==> config.mk <==
export PLATFORM = sky130hd
export DESIGN_NAME = compass_heading_with_declination
export DESIGN_NICKNAME = d
export VERILOG_FILES = /design/src/hdl/chwd_pkg.sv /design/src/hdl/chwd_prep.sv /design/src/hdl/chwd_cordic_stage.sv /design/src/hdl/chwd_post.sv /design/src/hdl/compass_heading_with_declination.sv
export SDC_FILE = /design/constraint.sdc
export NUM_CORES = 2
export LEC_CHECK = 0
export BUFFER_PORTS_ARGS = -buffer_cell sky130_fd_sc_hd__buf_2
export CORE_ASPECT_RATIO = 1.1
export CORE_UTILIZATION = 50
export CTS_BUF_LIST = sky130_fd_sc_hd__clkbuf_16
export DETAILED_ROUTE_END_ITERATION = 6
export PLACE_DENSITY = 0.68
export SLEW_MARGIN = 15
export SYNTH_ARGS = -nofsm -noshare
export SYNTH_HDL_FRONTEND = slang
export SYNTH_SLANG_ARGS = --single-unit
==> constraint.sdc <==
create_clock -name aclk -period 7 [get_ports aclk]
set_clock_uncertainty 0.05 [all_clocks]
set_input_delay 0.35 -clock aclk [delete_from_list [all_inputs] [get_ports aclk]]
set_output_delay 0.35 -clock aclk [all_outputs]
set_load 0.02 [all_outputs]
==> src/hdl/chwd_pkg.sv <==
// Shared types, constants and the arctangent table for the compass heading block.
// No dependencies; used by every module in this folder.
`timescale 1ns / 1ps

package chwd_pkg;

    localparam int CORDIC_STAGES_DEF = 16;
    localparam int ATAN_LEN          = 24;

    localparam int IN_W    = 16;  // sample width
    localparam int XY_W    = 20;  // covers negation of -32768 plus CORDIC gain
    localparam int Z_W     = 32;  // Q16 centidegrees, worst case about +/-280 deg
    localparam int OUT_W   = 16;
    localparam int SUM_W   = 18;  // angle plus declination before the wrap

    localparam int DECL_LIMIT = 18000;
    localparam int FULL_TURN  = 36000;
    localparam int ROUND_HALF = 32768;            // 0.5 in Q16
    localparam int HALF_TURN_Q16 = 1179648000;    // 18000 * 65536

    // Working vector of one CORDIC stage
    typedef struct packed {
        logic signed [XY_W-1:0] x;
        logic signed [XY_W-1:0] y;
        logic signed [Z_W-1:0]  z;
        logic                   zero;   // both axes were zero: angle forced to 0
    } chwd_vec_t;

    // round(atan(2^-i) in degrees * 100 * 65536)
    function automatic logic signed [Z_W-1:0] atan_q16(input int idx);
        logic signed [Z_W-1:0] v;
        case (idx)
            0:       v = 32'sd294912000;
            1:       v = 32'sd174096719;
            2:       v = 32'sd91987925;
            3:       v = 32'sd46694507;
            4:       v = 32'sd23437865;
            5:       v = 32'sd11730358;
            6:       v = 32'sd5866610;
            7:       v = 32'sd2933484;
            8:       v = 32'sd1466764;
            9:       v = 32'sd733385;
            10:      v = 32'sd366693;
            11:      v = 32'sd183346;
            12:      v = 32'sd91673;
            13:      v = 32'sd45837;
            14:      v = 32'sd22918;
            15:      v = 32'sd11459;
            16:      v = 32'sd5730;
            17:      v = 32'sd2865;
            18:      v = 32'sd1432;
            19:      v = 32'sd716;
            20:      v = 32'sd358;
            21:      v = 32'sd179;
            22:      v = 32'sd90;
            23:      v = 32'sd45;
            default: v = '0;
        endcase
        return v;
    endfunction

endpackage

==> src/hdl/chwd_prep.sv <==
// Input stage: zero detect and left half plane fold ahead of the CORDIC.
// Depends on chwd_pkg.
`timescale 1ns / 1ps

module chwd_prep (
    input  logic                            aclk,
    input  logic                            aresetn,
    input  logic                            in_valid,
    output logic                            in_ready,
    input  logic signed [chwd_pkg::IN_W-1:0] field_x,
    input  logic signed [chwd_pkg::IN_W-1:0] field_y,
    output logic                            out_valid,
    input  logic                            out_ready,
    output chwd_pkg::chwd_vec_t             out_vec
);

    logic                valid_reg, valid_next;
    chwd_pkg::chwd_vec_t vec_reg, vec_next;
    logic signed [chwd_pkg::XY_W-1:0] x_ext, y_ext;

    assign in_ready  = !valid_reg || out_ready;
    assign out_valid = valid_reg;
    assign out_vec   = vec_reg;

    always_comb begin
        x_ext = chwd_pkg::XY_W'(field_x);
        y_ext = chwd_pkg::XY_W'(field_y);
        vec_next.zero = (field_x == '0) && (field_y == '0);
        if (field_x[chwd_pkg::IN_W-1]) begin
            // fold into right half plane, start at +/-180 deg
            vec_next.x = -x_ext;
            vec_next.y = -y_ext;
            vec_next.z = field_y[chwd_pkg::IN_W-1] ?
                         -chwd_pkg::Z_W'(chwd_pkg::HALF_TURN_Q16) :
                          chwd_pkg::Z_W'(chwd_pkg::HALF_TURN_Q16);
        end else begin
            vec_next.x = x_ext;
            vec_next.y = y_ext;
            vec_next.z = '0;
        end
        valid_next = in_ready ? in_valid : valid_reg;
    end

    always_ff @(posedge aclk) begin
        if (!aresetn) begin
            valid_reg <= 1'b0;
        end else begin
            valid_reg <= valid_next;
        end
    end

    always_ff @(posedge aclk) begin
        if (in_valid && in_ready) begin
            vec_reg <= vec_next;
        end
    end

endmodule

==> src/hdl/chwd_cordic_stage.sv <==
// One registered CORDIC vectoring stage with a fixed shift.
// Depends on chwd_pkg.
`timescale 1ns / 1ps

module chwd_cordic_stage #(
    parameter int STAGE_IDX = 0
) (
    input  logic                aclk,
    input  logic                aresetn,
    input  logic                in_valid,
    output logic                in_ready,
    input  chwd_pkg::chwd_vec_t in_vec,
    output logic                out_valid,
    input  logic                out_ready,
    output chwd_pkg::chwd_vec_t out_vec
);

    localparam logic signed [chwd_pkg::Z_W-1:0] ATAN = chwd_pkg::atan_q16(STAGE_IDX);

    logic                valid_reg, valid_next;
    chwd_pkg::chwd_vec_t vec_reg, vec_next;
    logic signed [chwd_pkg::XY_W-1:0] x_in, y_in, dx, dy;
    logic signed [chwd_pkg::Z_W-1:0]  z_in;

    assign in_ready  = !valid_reg || out_ready;
    assign out_valid = valid_reg;
    assign out_vec   = vec_reg;

    always_comb begin
        x_in = in_vec.x;
        y_in = in_vec.y;
        z_in = in_vec.z;
        dx   = y_in >>> STAGE_IDX;
        dy   = x_in >>> STAGE_IDX;
        vec_next.zero = in_vec.zero;
        // rotate toward the x axis; both updates use the old x and y
        if (!y_in[chwd_pkg::XY_W-1]) begin
            vec_next.x = x_in + dx;
            vec_next.y = y_in - dy;
            vec_next.z = z_in + ATAN;
        end else begin
            vec_next.x = x_in - dx;
            vec_next.y = y_in + dy;
            vec_next.z = z_in - ATAN;
        end
        valid_next = in_ready ? in_valid : valid_reg;
    end

    always_ff @(posedge aclk) begin
        if (!aresetn) begin
            valid_reg <= 1'b0;
        end else begin
            valid_reg <= valid_next;
        end
    end

    always_ff @(posedge aclk) begin
        if (in_valid && in_ready) begin
            vec_reg <= vec_next;
        end
    end

endmodule

==> src/hdl/chwd_post.sv <==
// Output stage: round Q16 angle to centidegrees, add declination, wrap once.
// Depends on chwd_pkg; its register is the block's output register.
`timescale 1ns / 1ps

module chwd_post (
    input  logic                             aclk,
    input  logic                             aresetn,
    input  logic                             in_valid,
    output logic                             in_ready,
    input  chwd_pkg::chwd_vec_t              in_vec,
    input  logic signed [chwd_pkg::IN_W-1:0] decl,
    output logic                             out_valid,
    input  logic                             out_ready,
    output logic [chwd_pkg::OUT_W-1:0]       heading
);

    logic                              valid_reg, valid_next;
    logic [chwd_pkg::OUT_W-1:0]        heading_reg, heading_next;
    logic signed [chwd_pkg::Z_W-1:0]   rounded;
    logic signed [chwd_pkg::OUT_W-1:0] angle;
    logic signed [chwd_pkg::SUM_W-1:0] sum, wrapped;

    assign in_ready  = !valid_reg || out_ready;
    assign out_valid = valid_reg;
    assign heading   = heading_reg;

    always_comb begin
        rounded = in_vec.z + chwd_pkg::Z_W'(chwd_pkg::ROUND_HALF);
        // floor divide by 65536; result stays within +/-28000
        angle   = in_vec.zero ? '0 : rounded[chwd_pkg::Z_W-1 -: chwd_pkg::OUT_W];
        sum     = chwd_pkg::SUM_W'(angle) + chwd_pkg::SUM_W'(decl);
        if (sum[chwd_pkg::SUM_W-1]) begin
            wrapped = sum + chwd_pkg::SUM_W'(chwd_pkg::FULL_TURN);
        end else if (sum > chwd_pkg::SUM_W'(chwd_pkg::FULL_TURN)) begin
            wrapped = sum - chwd_pkg::SUM_W'(chwd_pkg::FULL_TURN);
        end else begin
            wrapped = sum;
        end
        heading_next = wrapped[chwd_pkg::OUT_W-1:0];
        valid_next   = in_ready ? in_valid : valid_reg;
    end

    always_ff @(posedge aclk) begin
        if (!aresetn) begin
            valid_reg <= 1'b0;
        end else begin
            valid_reg <= valid_next;
        end
    end

    always_ff @(posedge aclk) begin
        if (in_valid && in_ready) begin
            heading_reg <= heading_next;
        end
    end

endmodule

==> src/hdl/compass_heading_with_declination.sv <==
// Top level of the compass heading block: prep stage, CORDIC chain, output stage.
// Depends on chwd_pkg, chwd_prep, chwd_cordic_stage and chwd_post.
`timescale 1ns / 1ps

// Compass heading with magnetic declination.
//
// Input channel (s_valid/s_ready): one beat carries a signed magnetometer
// pair s_field_x, s_field_y. Output channel (m_valid/m_ready): one beat per
// input beat carries m_heading_centideg, atan2(y, x) plus declination,
// wrapped into 0..36000 centidegrees (36000 itself is kept).
// Config channel (cfg_valid/cfg_ready): one beat writes the declination in
// centidegrees; values outside +/-18000 are saturated on write. cfg_ready is
// always high. Write it only while no sample is in flight.
//
// Pipeline from input beat to output beat: one fold stage, one register per
// CORDIC iteration, one round/wrap stage; 16 iterations by default, capped at
// the 24-entry table.
// Throughput: one sample pair per cycle while m_ready is high; every stage holds its own valid bit.
// Stall: when m_ready is low, the output stage holds its beat and each stage
// keeps accepting until it is full and the stage after it cannot take a beat,
// so bubbles are squeezed out; nothing is dropped or repeated.
// Reset (aresetn low, synchronous): all valid bits clear, declination = 0.
module compass_heading_with_declination #(
    parameter int CORDIC_STAGES = chwd_pkg::CORDIC_STAGES_DEF
) (
    input  logic                             aclk,
    input  logic                             aresetn,
    // sample input
    input  logic                             s_valid,
    output logic                             s_ready,
    input  logic signed [chwd_pkg::IN_W-1:0] s_field_x,
    input  logic signed [chwd_pkg::IN_W-1:0] s_field_y,
    // heading output
    output logic                             m_valid,
    input  logic                             m_ready,
    output logic [chwd_pkg::OUT_W-1:0]       m_heading_centideg,
    // declination write
    input  logic                             cfg_valid,
    output logic                             cfg_ready,
    input  logic signed [chwd_pkg::IN_W-1:0] cfg_declination_centideg
);

    // iterations beyond the table are not run
    localparam int N_RUN = (CORDIC_STAGES < chwd_pkg::ATAN_LEN) ?
                           CORDIC_STAGES : chwd_pkg::ATAN_LEN;

    localparam logic signed [chwd_pkg::IN_W-1:0] DECL_MAX =
        chwd_pkg::IN_W'(chwd_pkg::DECL_LIMIT);

    logic signed [chwd_pkg::IN_W-1:0] decl_reg, decl_next;

    chwd_pkg::chwd_vec_t vec [0:N_RUN];
    logic                vld [0:N_RUN];
    logic                rdy [0:N_RUN];

    // ---- declination register, saturated on write ----
    assign cfg_ready = 1'b1;

    always_comb begin
        if (cfg_declination_centideg > DECL_MAX) begin
            decl_next = DECL_MAX;
        end else if (cfg_declination_centideg < -DECL_MAX) begin
            decl_next = -DECL_MAX;
        end else begin
            decl_next = cfg_declination_centideg;
        end
    end

    always_ff @(posedge aclk) begin
        if (!aresetn) begin
            decl_reg <= '0;
        end else if (cfg_valid && cfg_ready) begin
            decl_reg <= decl_next;
        end
    end

    // ---- fold into right half plane ----
    chwd_prep u_prep (
        .aclk      (aclk),
        .aresetn   (aresetn),
        .in_valid  (s_valid),
        .in_ready  (s_ready),
        .field_x   (s_field_x),
        .field_y   (s_field_y),
        .out_valid (vld[0]),
        .out_ready (rdy[0]),
        .out_vec   (vec[0])
    );

    // ---- CORDIC vectoring chain, one register per iteration ----
    for (genvar k = 0; k < N_RUN; k++) begin : g_cordic
        chwd_cordic_stage #(
            .STAGE_IDX (k)
        ) u_stage (
            .aclk      (aclk),
            .aresetn   (aresetn),
            .in_valid  (vld[k]),
            .in_ready  (rdy[k]),
            .in_vec    (vec[k]),
            .out_valid (vld[k+1]),
            .out_ready (rdy[k+1]),
            .out_vec   (vec[k+1])
        );
    end

    // ---- round, add declination, wrap; drives the output register ----
    chwd_post u_post (
        .aclk      (aclk),
        .aresetn   (aresetn),
        .in_valid  (vld[N_RUN]),
        .in_ready  (rdy[N_RUN]),
        .in_vec    (vec[N_RUN]),
        .decl      (decl_reg),
        .out_valid (m_valid),
        .out_ready (m_ready),
        .heading   (m_heading_centideg)
    );

endmodule
Yosys cells after proc, flatten, opt, wreduce, memory -nomap -nowiden
Cells that the tools add are included.
{"block": "totals", "wordCells": 266, "ff_bits": 1231}
{"block": "op_classes", "reduce_logical": 57, "n_lt_le_gt_ge": 3, "muxes": 23, "add_sub_neg": 97}
{"operator": "two-way mux 72 bit", "count": 15}
{"operator": "two-way mux 16 bit", "count": 5}
{"operator": "two-way mux 67 bit", "count": 1}
{"operator": "adder 32 x 17 -> 32 bit, second input constant", "count": 2}
{"operator": "two-way mux 32 bit", "count": 2}
{"operator": "adder 20 x 10 -> 20 bit", "count": 2}
{"operator": "adder 20 x 11 -> 20 bit", "count": 2}
{"operator": "adder 20 x 12 -> 20 bit", "count": 2}
{"operator": "adder 20 x 13 -> 20 bit", "count": 2}
{"operator": "adder 20 x 14 -> 20 bit", "count": 2}
{"operator": "adder 20 x 15 -> 20 bit", "count": 2}
{"operator": "adder 20 x 16 -> 20 bit", "count": 2}
{"operator": "adder 20 x 17 -> 20 bit", "count": 2}
{"operator": "adder 20 x 18 -> 20 bit", "count": 2}
{"operator": "adder 20 x 19 -> 20 bit", "count": 2}
{"operator": "adder 20 x 6 -> 20 bit", "count": 2}
{"operator": "adder 20 x 7 -> 20 bit", "count": 2}
{"operator": "adder 20 x 8 -> 20 bit", "count": 2}
{"operator": "adder 20 x 9 -> 20 bit", "count": 2}
{"operator": "negation 16 -> 20 bit", "count": 2}
{"operator": "subtractor 20 x 10 -> 20 bit", "count": 2}
{"operator": "subtractor 20 x 11 -> 20 bit", "count": 2}
{"operator": "subtractor 20 x 12 -> 20 bit", "count": 2}
{"operator": "subtractor 20 x 13 -> 20 bit", "count": 2}
{"operator": "53 further kinds", "count": 117}

Depth between registers and ports, before layout
{"block": "depth", "word_depth": 20, "mapped_depth": 19}

Hierarchy
From an unflattened synthesis, not the netlist that was laid out.
{"block": "unflattened", "hier_cells": 10790, "hier_area_um2": 104726.7}
{"module": "chwd_cordic_stage at g_cordic[6].u_stage", "cells_each": 696, "seq_area_each_um2": 2212.1, "area_each_um2": 6628.9, "instances": 1}
{"module": "chwd_cordic_stage at g_cordic[2].u_stage", "cells_each": 696, "seq_area_each_um2": 2212.1, "area_each_um2": 6531.3, "instances": 1}
{"module": "chwd_cordic_stage at g_cordic[1].u_stage", "cells_each": 678, "seq_area_each_um2": 2212.1, "area_each_um2": 6436.2, "instances": 1}
{"module": "chwd_cordic_stage at g_cordic[3].u_stage", "cells_each": 643, "seq_area_each_um2": 2212.1, "area_each_um2": 6358.6, "instances": 1}
{"module": "chwd_cordic_stage at g_cordic[4].u_stage", "cells_each": 649, "seq_area_each_um2": 2212.1, "area_each_um2": 6333.6, "instances": 1}
{"module": "chwd_cordic_stage at g_cordic[9].u_stage", "cells_each": 650, "seq_area_each_um2": 2212.1, "area_each_um2": 6271.0, "instances": 1}
{"module": "chwd_cordic_stage at g_cordic[10].u_stage", "cells_each": 667, "seq_area_each_um2": 2212.1, "area_each_um2": 6264.8, "instances": 1}
{"module": "chwd_cordic_stage at g_cordic[5].u_stage", "cells_each": 652, "seq_area_each_um2": 2212.1, "area_each_um2": 6247.2, "instances": 1}
{"module": "chwd_cordic_stage at g_cordic[0].u_stage", "cells_each": 638, "seq_area_each_um2": 2182.1, "area_each_um2": 6157.2, "instances": 1}
{"module": "chwd_cordic_stage at g_cordic[15].u_stage", "cells_each": 610, "seq_area_each_um2": 2212.1, "area_each_um2": 6125.9, "instances": 1}
{"module": "chwd_cordic_stage at g_cordic[11].u_stage", "cells_each": 631, "seq_area_each_um2": 2212.1, "area_each_um2": 6117.1, "instances": 1}
{"module": "chwd_cordic_stage at g_cordic[14].u_stage", "cells_each": 604, "seq_area_each_um2": 2212.1, "area_each_um2": 6002.0, "instances": 1}
{"module": "chwd_cordic_stage at g_cordic[13].u_stage", "cells_each": 618, "seq_area_each_um2": 2212.1, "area_each_um2": 5972.0, "instances": 1}
{"module": "chwd_cordic_stage at g_cordic[7].u_stage", "cells_each": 600, "seq_area_each_um2": 2212.1, "area_each_um2": 5967.0, "instances": 1}
{"module": "5 more rows"}

Worst setup path after synthesis
OpenSTA, ideal clock, no wires.
{"block": "synth_path", "path_kind": "register -> register", "start": "register u_post.valid_reg (netlist: u_post.out_valid)", "end": "register g_cordic[3].u_stage.vec_reg (netlist bit g_cordic[3].u_stage.out_vec[0]) (enable)", "t_arrival_ns": 6.810, "path_slack_ns": -0.472, "synth_period_minus_slack_ns": 7.472, "stages_incl_launch_ff": 8, "cell_sequence": "dfxtp_1 nor2b_1 and3_1 and3_1 and2_1 and3_1 and3_1 a21boi_0"}
{"block": "synth_between", "elab_chain_len": 16}
{"element": "start: declaration", "line": "chwd_post.sv:17", "source": "logic valid_reg, valid_next;"}
{"element": "start signal: assignment", "line": "chwd_post.sv:47", "source": "valid_reg <= valid_next;"}
{"element": "zero test 1 bit", "line": "chwd_post.sv:23", "source": "assign in_ready = !valid_reg || out_ready;"}
{"element": "logical OR 1 bit", "line": "chwd_post.sv:23"}
{"element": "logical OR 1 bit (13 in series)", "line": "chwd_cordic_stage.sv:25", "source": "assign in_ready = !valid_reg || out_ready;"}
{"element": "logical AND 1 bit", "line": "chwd_cordic_stage.sv:58", "source": "if (in_valid && in_ready) begin"}
{"element": "end signal: assignment", "line": "chwd_cordic_stage.sv:59", "source": "vec_reg <= vec_next;"}
{"element": "end: declaration", "line": "chwd_cordic_stage.sv:21", "source": "chwd_pkg::chwd_vec_t vec_reg, vec_next;"}
Every way passes these cells.
A chain may end at the register's enable or synchronous reset.

Final worst setup path
{"block": "layout_path", "start": "register u_post.valid_reg (netlist: u_post.out_valid)", "end": "output port s_ready"}
{"block": "layout_between", "elab_chain_len": 19}
{"element": "zero test 1 bit", "line": "chwd_post.sv:23"}
{"element": "logical OR 1 bit", "line": "chwd_post.sv:23"}
{"element": "logical OR 1 bit (16 in series)", "line": "chwd_cordic_stage.sv:25"}
{"element": "logical OR 1 bit", "line": "chwd_prep.sv:21", "source": "assign in_ready = !valid_reg || out_ready;"}
{"element": "end: declaration", "line": "compass_heading_with_declination.sv:30", "source": "output logic s_ready,"}
Every way passes these cells.

==> key figures <==
Clock network
  – TritonCTS clock tree: done
  – Root Driver: clkbuf_16
  – CTS max path bufs: 3
  – Htree depth: 4
  – Clock-pin slew on the worst setup and hold paths: 60 ps
  – Sink Count: 1104
  – Worst skew pair latency: 800 ps
  – Num CTS Buffers: 133
  – CTS-repair resized insts: 0

STA
  – PnR worst setup slack: 2030 ps
  – Tmin final: 4970 ps
  – Setup_tns: 0 ps
  – # setup viols final: 0
  – Worst-Margin Slew: 1230 ps
  – Slew Limit Fails: 0
  – Fmax: 201 MHz
  – Slew headroom: 16.9%
  – Final period util: 71.0%
  – Fin. Hold Viols: 0
  – RSZ-0062 raised after global routing: false

Route
  – DRT Pass-1 Iters: 5
  – Post-route ant nets: 0
  – Via-to-Cell Ratio: 5.78
  – Drt total wl: 197000 um
  – 1st-iter DRT viols: 4031
  – Via count: 66100
  – Wire length per cell: 17.2 um
  – Post-route DRC violation count: 0

Synth
  – Async set-reset flop share out of synthesis: 0%
  – Post-synthesis register bit count: 1104
  – Yosys top cell area share: 37.0%
  – Mapped Cells: 8858
  – Syn Area/Cell: 9.80 um^2
  – Top post-synthesis cells by count: edfxtp_1, ha_1, nor2_1, a21oi_1, xnor2_1
  – Top cells by area, synth: edfxtp_1, ha_1, xnor2_1, a21oi_1, nor2_1
  – Leading area contributor after synthesis: edfxtp_1
  – Synth Warn #: 0
  – Post-synth cell types: 87
  – Syn Std Cell Area: 86800 um^2
  – Main synth FF type: edfxtp_1
  – Most common cell in the synthesized netlist: edfxtp_1
  – Post-synth EDFFs: 1070
  – Sequential area share after synthesis: 37.8%

Die
  – Core Box Area: 173000 um^2
  – Die H: 439 um
  – Die area: 175000 um^2
  – Io pins: 72
  – Rows: 160
  – Die Span X: 399 um
  – Initial core utilization: 50.3%

Finish
  – Diodes inserted: 0
  – Nets: 10200
  – Max FFs per register: 1010
  – Fin util: 55.1%
  – Final Instance Area: 95100 um^2
  – P&R area growth vs syn: 9.64%
  – Share of layout cells above drive strength 1: 4.65%

Global routing
  – GR peak layer: met2
  – Vias in the first global route: 64200
  – Initial antenna violation count: 2
  – Grt total ovfl: 0
  – GRT Total Usage: 22.1%
  – GR Layer Usage met3: 2.60%
  – Met1 GRT Util: 26.0%
  – GR Util met2: 40.3%
  – First-pass GRT wire length: 319000 um
  – Pin count of the biggest net entering global routing: 73

Placed design
  – Worst slack, placed: 2190 ps
  – IO buf count: 70
  – DP Area: 90000 um^2
  – Routability cong.: 0.903
  – DP Wirelength: 153000 um

Power
  – Total power: 0.0168 W
  – Pleak: 38.4 nW
  – Worst VDD drop: 0.000234 V
  – Pwr dens: 177 nW/um^2

Setup path
  – CP max FO: 5
  – Arr. time, crit path: 4570 ps
  – Crit Path Category: reg -> out
  – Startpoint types: flip-flop
  – Worst EP required: 6600 ps
  – Worst setup EP type: output port

Job
  – Max_cap viols: 0

Outcome
  – Status: finished clean

Min path
  – HP Class: in -> reg
-- kinds of logic (layout without fill, tap and decap cells) --
family,Yosys count,after routing,synth area share [%]
adder cells (fa/ha/maj),1090,1090,16.1
AO/OA/AOI/OAI,2386,2386,17.6
other,2,5,0.00865
buffers and inverters,575,891,2.49
multiplexers,47,47,0.571
AND/OR/NAND/NOR,2537,2537,14.1
flip-flops,1104,1104,37.8
XOR/XNOR,1117,1117,11.3
-- cell usage in the layout, fill, tap and decap left out, types with 39 or more instances in the layout --
cell           Yosys  final
nand2b_1         110    110
buf_2              1     70
nand3_1          203    203
or3_1             80     80
a31oi_1           96     96
a21o_1           261    261
xor2_1           356    356
clkbuf_16          0    136
nor4_1            77     75
a21oi_1          765    763
nand2_1          426    426
dlygate4sd3_1      0     72
xnor2_1          761    761
nor2_1           837    837
nor3_1           294    294
fa_1              40     40
and2_1            60     60
nor2b_1          146    137
and3_1           132    132
a211oi_1          70     70
o211ai_1          47     47
o41ai_1           44     44
o21a_1           160    160
o21ai_1           78     78
buf_4              1     39
o31ai_1           56     56
o21ai_0          359    359
o21bai_1         106    106
edfxtp_1        1070   1070
ha_1            1050   1050
or2_2             40     40
inv_1            456    475
-- final cells by class --
cell class,instances,area (um^2)
fill,15000,77400
multi-input combinational,7182,52000
sequential,1104,32800
clock buffer,136,3400
tap,2268,2840
inverter,465,1750
timing repair buffer,181,1360
clock inverter,109,1010
-- routing by layer --
metal | share of wire [%] | up-vias | wire length, um
li1 | - | 33300 | -
met1 | 42 | 31200 | 83100
met2 | 51 | 1279 | 99400
met3 | 3.3 | 383 | 6430
met4 | 3.9 | 0 | 7610
met5 | 0 | - | 0
-- report_power, final --
group / switching, W / total [W] / internal (W) / leakage [nW]
sequential: 0.000158 / 0.00762 / 0.00746 / 9.97
clock: 0.00286 / 0.00692 / 0.00406 / 2.23
combinational: 0.00130 / 0.00231 / 0.00101 / 26.2
total: 0.00432 / 0.0168 / 0.0125 / 38.4
-- through the flow --
stage               hold slack (ps)  cells
detailed placement              355  11100
finish                         77.8  11400
global placement                353  11100
global route                   82.7  11400
CTS                            10.3  11400
floorplan                       350   8861
-- timing repair --
action                    in CTS  in global routing
hold buffers                  72                  0
hold endpoints to repair      56                  0
buffers inserted               0                  0
-- worst paths after layout --
kind	slack [ps]	start	end	cells past startpoint
hold reg to reg	370	g_cordic[6].u_stage.out_vec[0]	g_cordic[7].u_stage.out_vec[0]	0
setup reg to reg	2150	g_cordic[4].u_stage.out_vec[52]	g_cordic[5].u_stage.out_vec[32]	12
setup / recovery	2030	u_post.out_valid	s_ready	10
hold / removal	80	cfg_declination_centideg[15]	decl_reg[15]	5
-- worst max-delay path, stage by stage, from the launching register on --
cell	delay, ps
dfxtp_1	320
nor2b_1	250
and3_1	360
and3_1	290
and2_1	450
and3_1	420
and3_1	540
and3_1	420
and3_1	370
nand2_1	170
buf_2	190
Note: power is estimated with default switching activity, not from simulation.
